--- src/lkv_pkg.sv ---
// ----------------------------------------------------------------------------
// lkv_pkg
// Types and constants shared by the LRU key-value cache and its cells.
// ----------------------------------------------------------------------------
package lkv_pkg;

	localparam int KEY_W  = 32;
	localparam int DATA_W = 32;
	localparam int CAP_W  = 5;

	localparam logic [CAP_W-1:0] CAPACITY_RESET = 5'd16;

	// Command codes carried in a request item
	localparam logic CMD_SET = 1'b0;
	localparam logic CMD_GET = 1'b1;

	// Value returned on a miss
	localparam logic signed [DATA_W-1:0] MISS_DATA = '1;

	typedef struct packed {
		logic                     command;
		logic signed [KEY_W-1:0]  key;
		logic signed [DATA_W-1:0] data_in;
	} lkv_req_t;

	typedef struct packed {
		logic                     hit;
		logic signed [DATA_W-1:0] data_out;
	} lkv_rsp_t;

	typedef struct packed {
		logic shift;
		logic load;
	} lkv_cell_ctrl_t;

endpackage

--- src/lkv_cell.sv ---
// ----------------------------------------------------------------------------
// lkv_cell
// One recency position of the cache: holds a key and its value, compares
// the key against the lookup key, and takes the entry of its younger
// neighbour on a shift or a fresh entry on a load.
// ----------------------------------------------------------------------------
module lkv_cell
	import lkv_pkg::*;
(
	input  logic                     clk,
	input  lkv_cell_ctrl_t           ctrl,
	input  logic signed [KEY_W-1:0]  next_key,
	input  logic signed [DATA_W-1:0] next_value,
	input  logic signed [KEY_W-1:0]  load_key,
	input  logic signed [DATA_W-1:0] load_value,
	input  logic signed [KEY_W-1:0]  lookup_key,
	output logic signed [KEY_W-1:0]  key,
	output logic signed [DATA_W-1:0] value,
	output logic                     match
);

	logic signed [KEY_W-1:0]  key_q;
	logic signed [DATA_W-1:0] value_q;

	always_ff @(posedge clk) begin
		if (ctrl.load) begin
			key_q   <= load_key;
			value_q <= load_value;
		end else if (ctrl.shift) begin
			key_q   <= next_key;
			value_q <= next_value;
		end
	end

	assign key   = key_q;
	assign value = value_q;
	assign match = (key_q == lookup_key);

endmodule

--- src/lru_key_value_cache.sv ---
// ----------------------------------------------------------------------------
// lru_key_value_cache
// Fully associative key-value store with least-recently-used replacement.
// ----------------------------------------------------------------------------
// The store is a row of MAX_ENTRIES cells kept in recency order, oldest in
// cell 0. A request item is taken in ST_IDLE and resolved in ST_LOOKUP: all
// cells compare their key at once, the oldest match wins, and the cells from
// the hit (or from cell 0 on an eviction) up to the one below the youngest
// valid cell take their neighbour's entry while the youngest valid cell takes
// the touched or new entry. No new item is taken until the last is resolved;
// a get also waits while an earlier response is still stalled in the output
// register. A set gives no response; a get gives one, with hit clear and
// all-ones data on a miss. Capacity is read as 1 when written 0 and is capped
// at MAX_ENTRIES; write it only while the cache is idle.
module lru_key_value_cache
	import lkv_pkg::*;
#(
	parameter int MAX_ENTRIES = 16
) (
	input  logic             clk,
	input  logic             arst_n,
	input  logic             capacity_wr_en,
	input  logic [CAP_W-1:0] capacity_data,
	input  logic             req_valid,
	output logic             req_stall,
	input  lkv_req_t         req,
	output logic             rsp_valid,
	input  logic             rsp_stall,
	output lkv_rsp_t         rsp
);

	localparam int PW = (MAX_ENTRIES > 1) ? $clog2(MAX_ENTRIES) : 1;
	localparam int CW = $clog2(MAX_ENTRIES + 1);
	localparam int EW = (CW > CAP_W) ? CW : CAP_W;

	typedef enum logic [1:0] {
		ST_IDLE   = 2'b01,
		ST_LOOKUP = 2'b10
	} state_t;

	state_t           state_q;
	lkv_req_t         req_s1;
	logic             rsp_valid_q;
	lkv_rsp_t         rsp_q;
	logic [CW-1:0]    used_q;
	logic [CAP_W-1:0] capacity_q;

	lkv_cell_ctrl_t           cell_ctrl  [MAX_ENTRIES];
	logic signed [KEY_W-1:0]  cell_key   [MAX_ENTRIES];
	logic signed [DATA_W-1:0] cell_value [MAX_ENTRIES];
	logic signed [KEY_W-1:0]  next_key   [MAX_ENTRIES];
	logic signed [DATA_W-1:0] next_value [MAX_ENTRIES];
	logic [MAX_ENTRIES-1:0]   cell_match;
	logic [MAX_ENTRIES-1:0]   hit_vec;

	logic                     hit_any;
	logic [PW-1:0]            hit_pos;
	logic [EW-1:0]            cap_w;
	logic [EW-1:0]            eff_cap;
	logic                     full;
	logic                     proceed;
	logic                     is_get;
	logic                     do_move;
	logic                     do_load;
	logic                     do_append;
	logic [PW-1:0]            move_lo;
	logic [CW-1:0]            load_tgt;
	logic signed [DATA_W-1:0] load_value;
	logic signed [DATA_W-1:0] hit_value;

	// Row of cells, each handed its younger neighbour's entry
	for (genvar p = 0; p < MAX_ENTRIES; p++) begin : g_cell
		if (p == MAX_ENTRIES - 1) begin : g_last
			assign next_key[p]   = cell_key[p];
			assign next_value[p] = cell_value[p];
		end else begin : g_inner
			assign next_key[p]   = cell_key[p+1];
			assign next_value[p] = cell_value[p+1];
		end

		assign hit_vec[p] = cell_match[p] && (CW'(p) < used_q);

		assign cell_ctrl[p].shift = do_move && (CW'(p) >= CW'(move_lo))
			&& (CW'(p + 1) < used_q);
		assign cell_ctrl[p].load  = do_load && (CW'(p) == load_tgt);

		lkv_cell u_cell (
			.clk        (clk),
			.ctrl       (cell_ctrl[p]),
			.next_key   (next_key[p]),
			.next_value (next_value[p]),
			.load_key   (req_s1.key),
			.load_value (load_value),
			.lookup_key (req_s1.key),
			.key        (cell_key[p]),
			.value      (cell_value[p]),
			.match      (cell_match[p])
		);
	end

	// Oldest matching position wins
	always_comb begin
		hit_pos = '0;
		for (int p = MAX_ENTRIES - 1; p >= 0; p--) begin
			if (hit_vec[p]) begin
				hit_pos = PW'(p);
			end
		end
	end

	assign hit_any   = |hit_vec;
	assign hit_value = cell_value[hit_pos];

	assign cap_w = EW'(capacity_q);
	always_comb begin
		priority if (cap_w == '0) begin
			eff_cap = EW'(1);
		end else if (cap_w > EW'(MAX_ENTRIES)) begin
			eff_cap = EW'(MAX_ENTRIES);
		end else begin
			eff_cap = cap_w;
		end
	end
	assign full = EW'(used_q) >= eff_cap;

	assign is_get  = (req_s1.command == CMD_GET);
	assign proceed = state_q[1] && !(is_get && rsp_valid_q && rsp_stall);

	always_comb begin
		do_move   = 1'b0;
		do_load   = 1'b0;
		do_append = 1'b0;
		move_lo   = hit_pos;
		load_tgt  = used_q - CW'(1);
		if (proceed) begin
			priority if (hit_any) begin
				do_move = 1'b1;
				do_load = 1'b1;
			end else if (is_get) begin
				do_load = 1'b0;
			end else if (full) begin
				// evict the oldest entry
				do_move = 1'b1;
				do_load = 1'b1;
				move_lo = '0;
			end else begin
				do_load   = 1'b1;
				do_append = 1'b1;
				load_tgt  = used_q;
			end
		end
	end

	assign load_value = is_get ? hit_value : req_s1.data_in;

	always_ff @(posedge clk or negedge arst_n) begin
		if (!arst_n) begin
			state_q     <= ST_IDLE;
			rsp_valid_q <= 1'b0;
			used_q      <= '0;
			capacity_q  <= CAPACITY_RESET;
		end else begin
			if (capacity_wr_en) begin
				capacity_q <= capacity_data;
			end
			if (do_append) begin
				used_q <= used_q + CW'(1);
			end
			if (proceed && is_get) begin
				rsp_valid_q <= 1'b1;
			end else if (rsp_valid_q && !rsp_stall) begin
				rsp_valid_q <= 1'b0;
			end
			unique case (state_q)
				ST_IDLE: begin
					if (req_valid) begin
						state_q <= ST_LOOKUP;
					end
				end
				ST_LOOKUP: begin
					if (proceed) begin
						state_q <= ST_IDLE;
					end
				end
				default: begin
					state_q <= ST_IDLE;
				end
			endcase
		end
	end

	always_ff @(posedge clk) begin
		if (state_q[0] && req_valid) begin
			req_s1 <= req;
		end
		if (proceed && is_get) begin
			rsp_q.hit      <= hit_any;
			rsp_q.data_out <= hit_any ? hit_value : MISS_DATA;
		end
	end

	assign req_stall = !state_q[0];
	assign rsp_valid = rsp_valid_q;
	assign rsp       = rsp_q;

endmodule

--- config.mk ---
export PLATFORM = sky130hd
export DESIGN_NAME = lru_key_value_cache
export DESIGN_NICKNAME = d
export VERILOG_FILES = /design/src/lkv_pkg.sv /design/src/lkv_cell.sv /design/src/lru_key_value_cache.sv
export SDC_FILE = /design/constraint.sdc
export NUM_CORES = 2
export LEC_CHECK = 0
export ABC_AREA = 1
export BUFFER_PORTS_ARGS = -buffer_cell sky130_fd_sc_hd__buf_4
export CAP_MARGIN = 20
export CORE_MARGIN = 2
export CORE_UTILIZATION = 45
export DETAILED_ROUTE_END_ITERATION = 10
export PLACE_DENSITY_LB_ADDON = 0.3
export REMOVE_ABC_BUFFERS = 1
export SLEW_MARGIN = 25
export SYNTH_ARGS = -nofsm -noshare
export SYNTH_HDL_FRONTEND = slang
export SYNTH_SLANG_ARGS = --single-unit
--- constraint.sdc ---
create_clock -name clk -period 12.12 [get_ports clk]
set_input_delay 1.818 -clock clk [delete_from_list [all_inputs] [get_ports clk]]
set_output_delay 1.818 -clock clk [all_outputs]
set_load 0.03 [all_outputs]
## After elaboration in Yosys (flattened, before gate mapping)

Index checks and enable logic that the tools add are counted.

| storage, ports and cells | value |
|---|---|
| logic and storage cells | 310 |
| output and inout port bits | 35 |
| input bits | 75 |
| register bits | 1,135 |

| cells by class | value |
|---|---|
| add/subtract/negate cells | 2 |
| equal/unequal tests | 35 |
| mux-type cells | 106 |
| $lt $le $gt $ge | 34 |
| bitwise operators | 1 |
| reduce and logical (&&, ||, !) cells | 91 |

Operators with widths:

| cell | count |
|---|---|
| 2-to-1 mux 32 bit | 63 |
| == test 32 bit | 16 |
| binary-select mux 32 bit (select 4 bit) | 1 |
| 2-to-1 mux 4 bit | 20 |
| logical AND 1 bit | 68 |
| == test 4 x 5 -> 1 bit, first input constant | 8 |
| less-than comparator 4 x 5 -> 1 bit, first input constant | 8 |
| nonzero test 2 bit | 16 |
| 2-to-1 mux 5 bit | 6 |
| >= comparator 4 bit, first input constant | 7 |
| == test 3 x 5 -> 1 bit, first input constant | 4 |
| less-than comparator 3 x 5 -> 1 bit, first input constant | 4 |
| >= comparator 3 x 4 -> 1 bit, first input constant | 4 |
| OR reduction 16 bit | 1 |
| 2-to-1 mux 1 bit | 13 |
| == test 2 x 5 -> 1 bit, first input constant | 2 |
| logical NOT 5 bit | 2 |
| less-than comparator 1 x 5 -> 1 bit, first input constant | 2 |
| less-than comparator 2 x 5 -> 1 bit, first input constant | 2 |
| >= comparator 1 x 4 -> 1 bit, first input constant | 2 |
| >= comparator 2 x 4 -> 1 bit, first input constant | 2 |
| adder 5 x 1 -> 5 bit, second input constant | 1 |
| == test 1 x 5 -> 1 bit, first input constant | 1 |
| >= comparator 5 bit | 1 |
| 11 further kinds | 15 |

## Depth between registers and ports, before layout

| depth | value |
|---|---|
| depth after elaboration | 27 |
| gate-level depth with buffers | 37 |
| mapped depth without buffers | 32 |

## Cells and area by module

From an unflattened synthesis, not the netlist that was laid out.

| unflattened totals | value |
|---|---|
| cell total of the unflattened synthesis | 8,880 |
| area total of the unflattened synthesis | 65,700.5 µm² |

Modules (own cells, without submodules):

| module | times used | sequential area each (µm²) | area each (µm²) | cells an instance |
|---|---|---|---|---|
| lkv_cell | 16 | 1,921.8 | 3,378.2 | 439 |
| lru_key_value_cache | 1 | 3,270.6 | 11,648.7 | 1,856 |

## Least setup slack after synthesis

No wires, ideal clock.

| timing | value |
|---|---|
| kind | reg-to-reg |
| start point | reg req_s1[50] in the netlist's numbering |
| end point | reg g_cell[1].u_cell.key_q[0] (enable) |
| slack | 4.041 ns |
| required time | 11.539 ns |
| setup time | 0.581 ns |
| stages on the path, launching flop included | 15 |
| data arrival time | 7.498 ns |
| buffers on the path | 2 |
| clock period less this slack | 8.079 ns |
| cells stage by stage | edfxtp_1 > buf_2 > xnor2_1 > nand2_1 > or4_1 > nor4b_1 > nand4_1 > nand2_1 > nor2_1 > nand3_1 > clkinv_1 > clkbuf_1 > nor2_1 > nand2_1 > o31ai_1 |

| between the ends | value |
|---|---|
| word-level cells in the longest chain between the ends | 26 |
| elaborated cells between the ends (all ways) | 65 |
| those cells by class | order compare (1); eq/ne (17); mux (26); reduce/logical (21) |

Ends and longest elaborated chain:

| item | RTL line | text |
|---|---|---|
| start, declared | lru_key_value_cache.sv:42 | `lkv_req_t req_s1;` |
| start signal, assigned | lru_key_value_cache.sv:194 | `req_s1 <= req;` |
| == test 32 bit | lkv_cell.sv:37 | `assign match = (key_q == lookup_key);` |
| logical AND 1 bit | lru_key_value_cache.sv:81 | `assign hit_vec[p] = cell_match[p] && (CW'(p) < used_q);` |
| 2-to-1 mux 4 bit (16 in series) | lru_key_value_cache.sv:105 | `if (hit_vec[p]) begin` |
| 2-to-1 mux 4 bit | lru_key_value_cache.sv:141 | `end else if (full) begin` |
| 2-to-1 mux 4 bit | lru_key_value_cache.sv:139 | `end else if (is_get) begin` |
| 2-to-1 mux 4 bit | lru_key_value_cache.sv:136 | `priority if (hit_any) begin` |
| 2-to-1 mux 4 bit | lru_key_value_cache.sv:135 | `if (proceed) begin` |
| >= comparator 1 x 4 -> 1 bit | lru_key_value_cache.sv:83 | `assign cell_ctrl[p].shift = do_move && (CW'(p) >= CW'(move_lo))` |
| logical AND 1 bit | lru_key_value_cache.sv:83 |  |
| logical AND 1 bit | lru_key_value_cache.sv:84 | `&& (CW'(p + 1) < used_q);` |
| nonzero test 2 bit (no line) (*) | n/a |  |
| end signal, assigned | lkv_cell.sv:27 | `key_q <= load_key;` |
| end signal, assigned | lkv_cell.sv:30 | `key_q <= next_key;` |
| end, declared | lkv_cell.sv:22 | `logic signed [KEY_W-1:0] key_q;` |

Mark *: on every way between the ends. The rest lies on a longest branch, timed or not.
A chain may end at the register's enable or synchronous reset.

## Final worst setup path

| timing | value |
|---|---|
| start point | reg req_s1[45] in the netlist's numbering |
| end point | reg g_cell[6].u_cell.value_q[3] (enable) |

| between the ends | value |
|---|---|
| word-level cells in the longest chain between the ends | 26 |
| elaborated cells between the ends (all ways) | 65 |
| those cells by class | order compare (1); eq/ne (17); mux (26); reduce/logical (21) |

Ends and longest elaborated chain:

| item | RTL line | text |
|---|---|---|
| == test 32 bit | lkv_cell.sv:37 |  |
| logical AND 1 bit | lru_key_value_cache.sv:81 |  |
| 2-to-1 mux 4 bit (16 in series) | lru_key_value_cache.sv:105 |  |
| 2-to-1 mux 4 bit | lru_key_value_cache.sv:141 |  |
| 2-to-1 mux 4 bit | lru_key_value_cache.sv:139 |  |
| 2-to-1 mux 4 bit | lru_key_value_cache.sv:136 |  |
| 2-to-1 mux 4 bit | lru_key_value_cache.sv:135 |  |
| >= comparator 3 x 4 -> 1 bit | lru_key_value_cache.sv:83 |  |
| logical AND 1 bit | lru_key_value_cache.sv:83 |  |
| logical AND 1 bit | lru_key_value_cache.sv:84 |  |
| nonzero test 2 bit (no line) (*) | n/a |  |
| end signal, assigned | lkv_cell.sv:28 | `value_q <= load_value;` |
| end signal, assigned | lkv_cell.sv:31 | `value_q <= next_value;` |
| end, declared | lkv_cell.sv:23 | `logic signed [DATA_W-1:0] value_q;` |

Marks and branches as above.

==> flow_summary_export.csv <==
group,metric,value,unit
grt,grt_pass1_wl,386000,um
sta,setup_violations,0,
worst_setup_path,r2r_end,"g_cell[6].u_cell.value[3]",
clock_network,cts_sinks,1135,
placed_design,gp_congestion,0.989,
hold_path,min_path_cells,2,
sta,period_needed,8260,ps
routing,route.detailed.drc,0,
clock_network,cts.clk_slew.worst_paths,50,ps
grt,antenna_found_initial,7,
placed_design,dpl_cell_area,68100,um^2
logic_synthesis,syn_inst,7909,
clock_network,cts_setup_buffers,0,
floorplanning,die_h,386,um
worst_setup_path,crit_path_end_kind,"flip-flop",
sta,drv_slew,0,
routing,wl_per_cell,27.7,um
routing,first_pass_iters,8,
clock_network,cts-root-buf,"clkbuf_16",
placed_design,dp_slack,4180,ps
logic_synthesis,synth-seq-cells,1135,
grt,grt_pass1_vias,54600,
sta,clock_skew,40.0,ps
cells_and_area,final_util,49.7,%
routing,avgViaCountPerCell,5.89,
routing,routed_wl,272000,um
cells_and_area,area_delta_synth_final,9.92,%
sta,finalHoldViolCount,0,
cells_and_area,fin_nets,7880,
sta,worst_pin_slew,1100,ps
hold_path,hold_path.class,"flip-flop to flip-flop",
sta,fin_crit_sh,68.2,%
cells_and_area,final_layout_size_suffix_gt1_share,8.97,%
cells_and_area,fill_cells,13900,
logic_synthesis,yosysTopAreaCell,"edfxtp_1",
worst_setup_path,cp-start-kind,"flip-flop",
logic_synthesis,synthTopCellsByArea,"edfxtp_1 (51%), nand2_1 (12%), inv_1 (6.9%)",
grt,grt_usage,36.0,%
sta,fmax,121,MHz
run_status,status,"finished clean",
worst_setup_path,rr_startpoint,"req_s1[45]",
placed_design,dp_hpwl,172000,um
floorplanning,initial_core_util,45.3,%
worst_setup_path,arrival,8650,ps
hold_path,hold_path.startpoint,"rsp_valid",
sta,relSlewSlack,26.5,%
logic_synthesis,syn_area,65800,um^2
power_and_ir_drop,power_density,152,nW/um^2
clock_network,ctsHoldBuffers,0,
sta,fin_ws,3860,ps
sta,rsz0062_at_grt,"no",
flow_run,max-cap-violations,0,
floorplanning,num_rows,140,
logic_synthesis,synthArstFlopShare,1.15,%
worst_setup_path,critPathRequiredTime,12500,ps
logic_synthesis,avgSynthCellArea,8.32,um^2
routing,final_antenna_net_count,0,
logic_synthesis,synth-simple-area-share,24.7,%
logic_synthesis,synthXorXnorAreaFrac,4.65,%
power_and_ir_drop,p_leak,32.1,nW
floorplanning,core,145000,um^2
cells_and_area,finalInstanceArea,72300,um^2
sta,whs,523,ps
grt,overflow,0,
logic_synthesis,synthMuxAreaShare,0.0171,%
worst_setup_path,regToRegSetupSlack,3860,ps
cells_and_area,multiInputGateArea,25100,um^2
placed_design,io_buffers,109,
logic_synthesis,synth.distinct_cells,58,
worst_setup_path,reg2reg_depth,16,
logic_synthesis,ys_warn_count,0,
worst_setup_path,cp_max_fo,49,
grt,grt_max_degree,85,
logic_synthesis,synth_top_family_by_area,"simple AND/OR/NAND/NOR gates",
routing,vias,57800,
logic_synthesis,synth_fa_ha_area_share,0.152,%
logic_synthesis,synth-edff-count,1122,
floorplanning,io_pins,110,
clock_network,cts_buffers,135,
power_and_ir_drop,power,0.0110,W
logic_synthesis,ys.flop_type,"edfxtp_1",
cells_and_area,regArea,34000,um^2
logic_synthesis,synth_top_area_share,51.2,%
clock_network,post_cts_resized,0,
floorplanning,die_w,386,um
logic_synthesis,seq_area_frac_synth,51.7,%
clock_network,cts_tree,"built",
routing,dr.first_iter.drc_count,8640,
logic_synthesis,synth_compound_area_share,8.05,%
clock_network,worstSkewPairLatency,790,ps
power_and_ir_drop,irDropWorstVdd,0.000144,V
floorplanning,die-area,149000,um^2
worst_setup_path,criticalPathCategory,"flip-flop to flip-flop",
clock_network,cts_buffer_depth,3,
hold_path,whs_endpoint,"rsp_valid",
clock_network,htree_levels,4,
-- area by class of cell --
cell class | instances | area share [%]
multi-input combinational | 5049 | 34.8
tap | 1917 | 3.32
sequential | 1135 | 47.0
clock buffer | 172 | 4.89
timing repair buffer | 238 | 2.54
antenna | 1 | 0.00346
inverter | 1238 | 6.43
clock inverter | 69 | 1.01
-- through the flow --
stage	instances	setup TNS, ps
final	9819	0
after global routing	9818	0
after CTS	9818	0
after detailed placement	9577	0
after global placement	9574	0
after floorplan	7422	-94550
-- cell families after synthesis --
kind of cell / after synthesis
simple gates: 3648
fa+ha+maj: 8
mux: 1
flops: 1135
xor+xnor: 347
buf+inv: 1725
compound gates: 1045
-- flip-flops by register name (all words and copies together) (netlist names) --
signal,flops
g_cell.u_cell.key,512
g_cell.u_cell.value,512
req_s1,64
rsp,33
cap_w,5
used_q,5
state_q,2
is_get,1
rsp_valid,1
-- how the worst max path moves through the flow --
stage	end	depth (start not counted)	from
after global routing	g_cell[6].u_cell.value[3]	16	req_s1[45]
after CTS	g_cell[6].u_cell.value[3]	16	req_s1[45]
after detailed placement	g_cell[6].u_cell.value[21]	16	req_s1[45]
final	g_cell[6].u_cell.value[3]	16	req_s1[45]
after floorplan	g_cell[8].u_cell.key[0]	13	req_s1[51]
after global placement	g_cell[0].u_cell.value[21]	16	req_s1[45]
-- worst max-delay path, cell delays in order, from the launching register on --
cell      delay (ps)
edfxtp_1         980
inv_2            550
nand2_1          270
nand3_1          160
or4_1            510
nor4b_1          380
nand4_1          280
nand2_1          250
nor2_1           110
nand3_2           70
buf_4            550
clkinv_1        1040
buf_4            570
nor2_1           220
inv_1            180
o31ai_4          720
buf_4            880
-- placed cells by master, fill, tap and decap left out, types with 6 or more instances in the layout --
cell          n
nand3_4      18
and2_1       14
xor2_1       95
nand2_2      38
buf_4       233
o31ai_4       6
inv_2        38
or4_1         7
nand4_1     165
clkbuf_16   136
xnor2_1     251
clkbuf_1     36
dfrtp_1      11
or2_2       144
nand3b_1     14
a21oi_1     472
ha_1          8
nand2_4       7
nand3_1     722
bufinv_16    10
o21ai_0     296
clkinv_1     30
nor3b_1      12
inv_1      1195
nor3_1       55
nor4_1       89
nand2_1    2123
nor2_4       14
and3_1       11
o21ai_1     246
nor2_1      183
clkinv_2     15
edfxtp_1   1122
-- where the power goes --
part | leakage, nW | switching (W) | internal (W) | total, W
registers | 10.2 | 0.000178 | 0.00468 | 0.00486
clock network | 2.06 | 0.00177 | 0.00230 | 0.00406
logic | 19.9 | 0.00155 | 0.000496 | 0.00205
-- layer usage --
layer | share of wire, % | up-vias | track usage (%)
met2 | 45 | 3801 | 56.1
met3 | 12 | 791 | 7.46
met4 | 5.7 | 6 | 17.9
li1 | - | 25600 | -
met5 | 0.011 | - | 0
met1 | 38 | 27600 | 47.6
-- synth_stat cells (3+ instances only) --
| library cell | count |
|---|---|
| nor2_2 | 6 |
| and2_1 | 14 |
| nand4_1 | 165 |
| or3_1 | 3 |
| xor2_1 | 95 |
| o21ai_1 | 246 |
| nand2_1 | 2131 |
| nor2_8 | 3 |
| o31ai_1 | 7 |
| o21ai_0 | 302 |
| nor2_1 | 191 |
| or2_2 | 144 |
| nor4_1 | 89 |
| and3_1 | 11 |
| nand3_4 | 4 |
| nand2_2 | 38 |
| edfxtp_1 | 1122 |
| clkinv_1 | 3 |
| buf_2 | 242 |
| o2111ai_1 | 3 |
| or2_1 | 5 |
| buf_1 | 15 |
| nand3b_1 | 14 |
| inv_2 | 33 |
| nor4b_1 | 5 |
| nor2b_1 | 3 |
| o211ai_1 | 3 |
| a31oi_1 | 3 |
| a21oi_1 | 472 |
| nor3b_1 | 12 |
| xnor2_1 | 251 |
| dfrtp_1 | 11 |
| nand3_1 | 723 |
| inv_1 | 1201 |
| buf_6 | 5 |
| nand3_2 | 16 |
| clkbuf_1 | 164 |
| ha_1 | 8 |
| or4_1 | 7 |
| buf_4 | 60 |
| nor3_1 | 55 |
No activity file was read; power rests on OpenSTA's default activity.
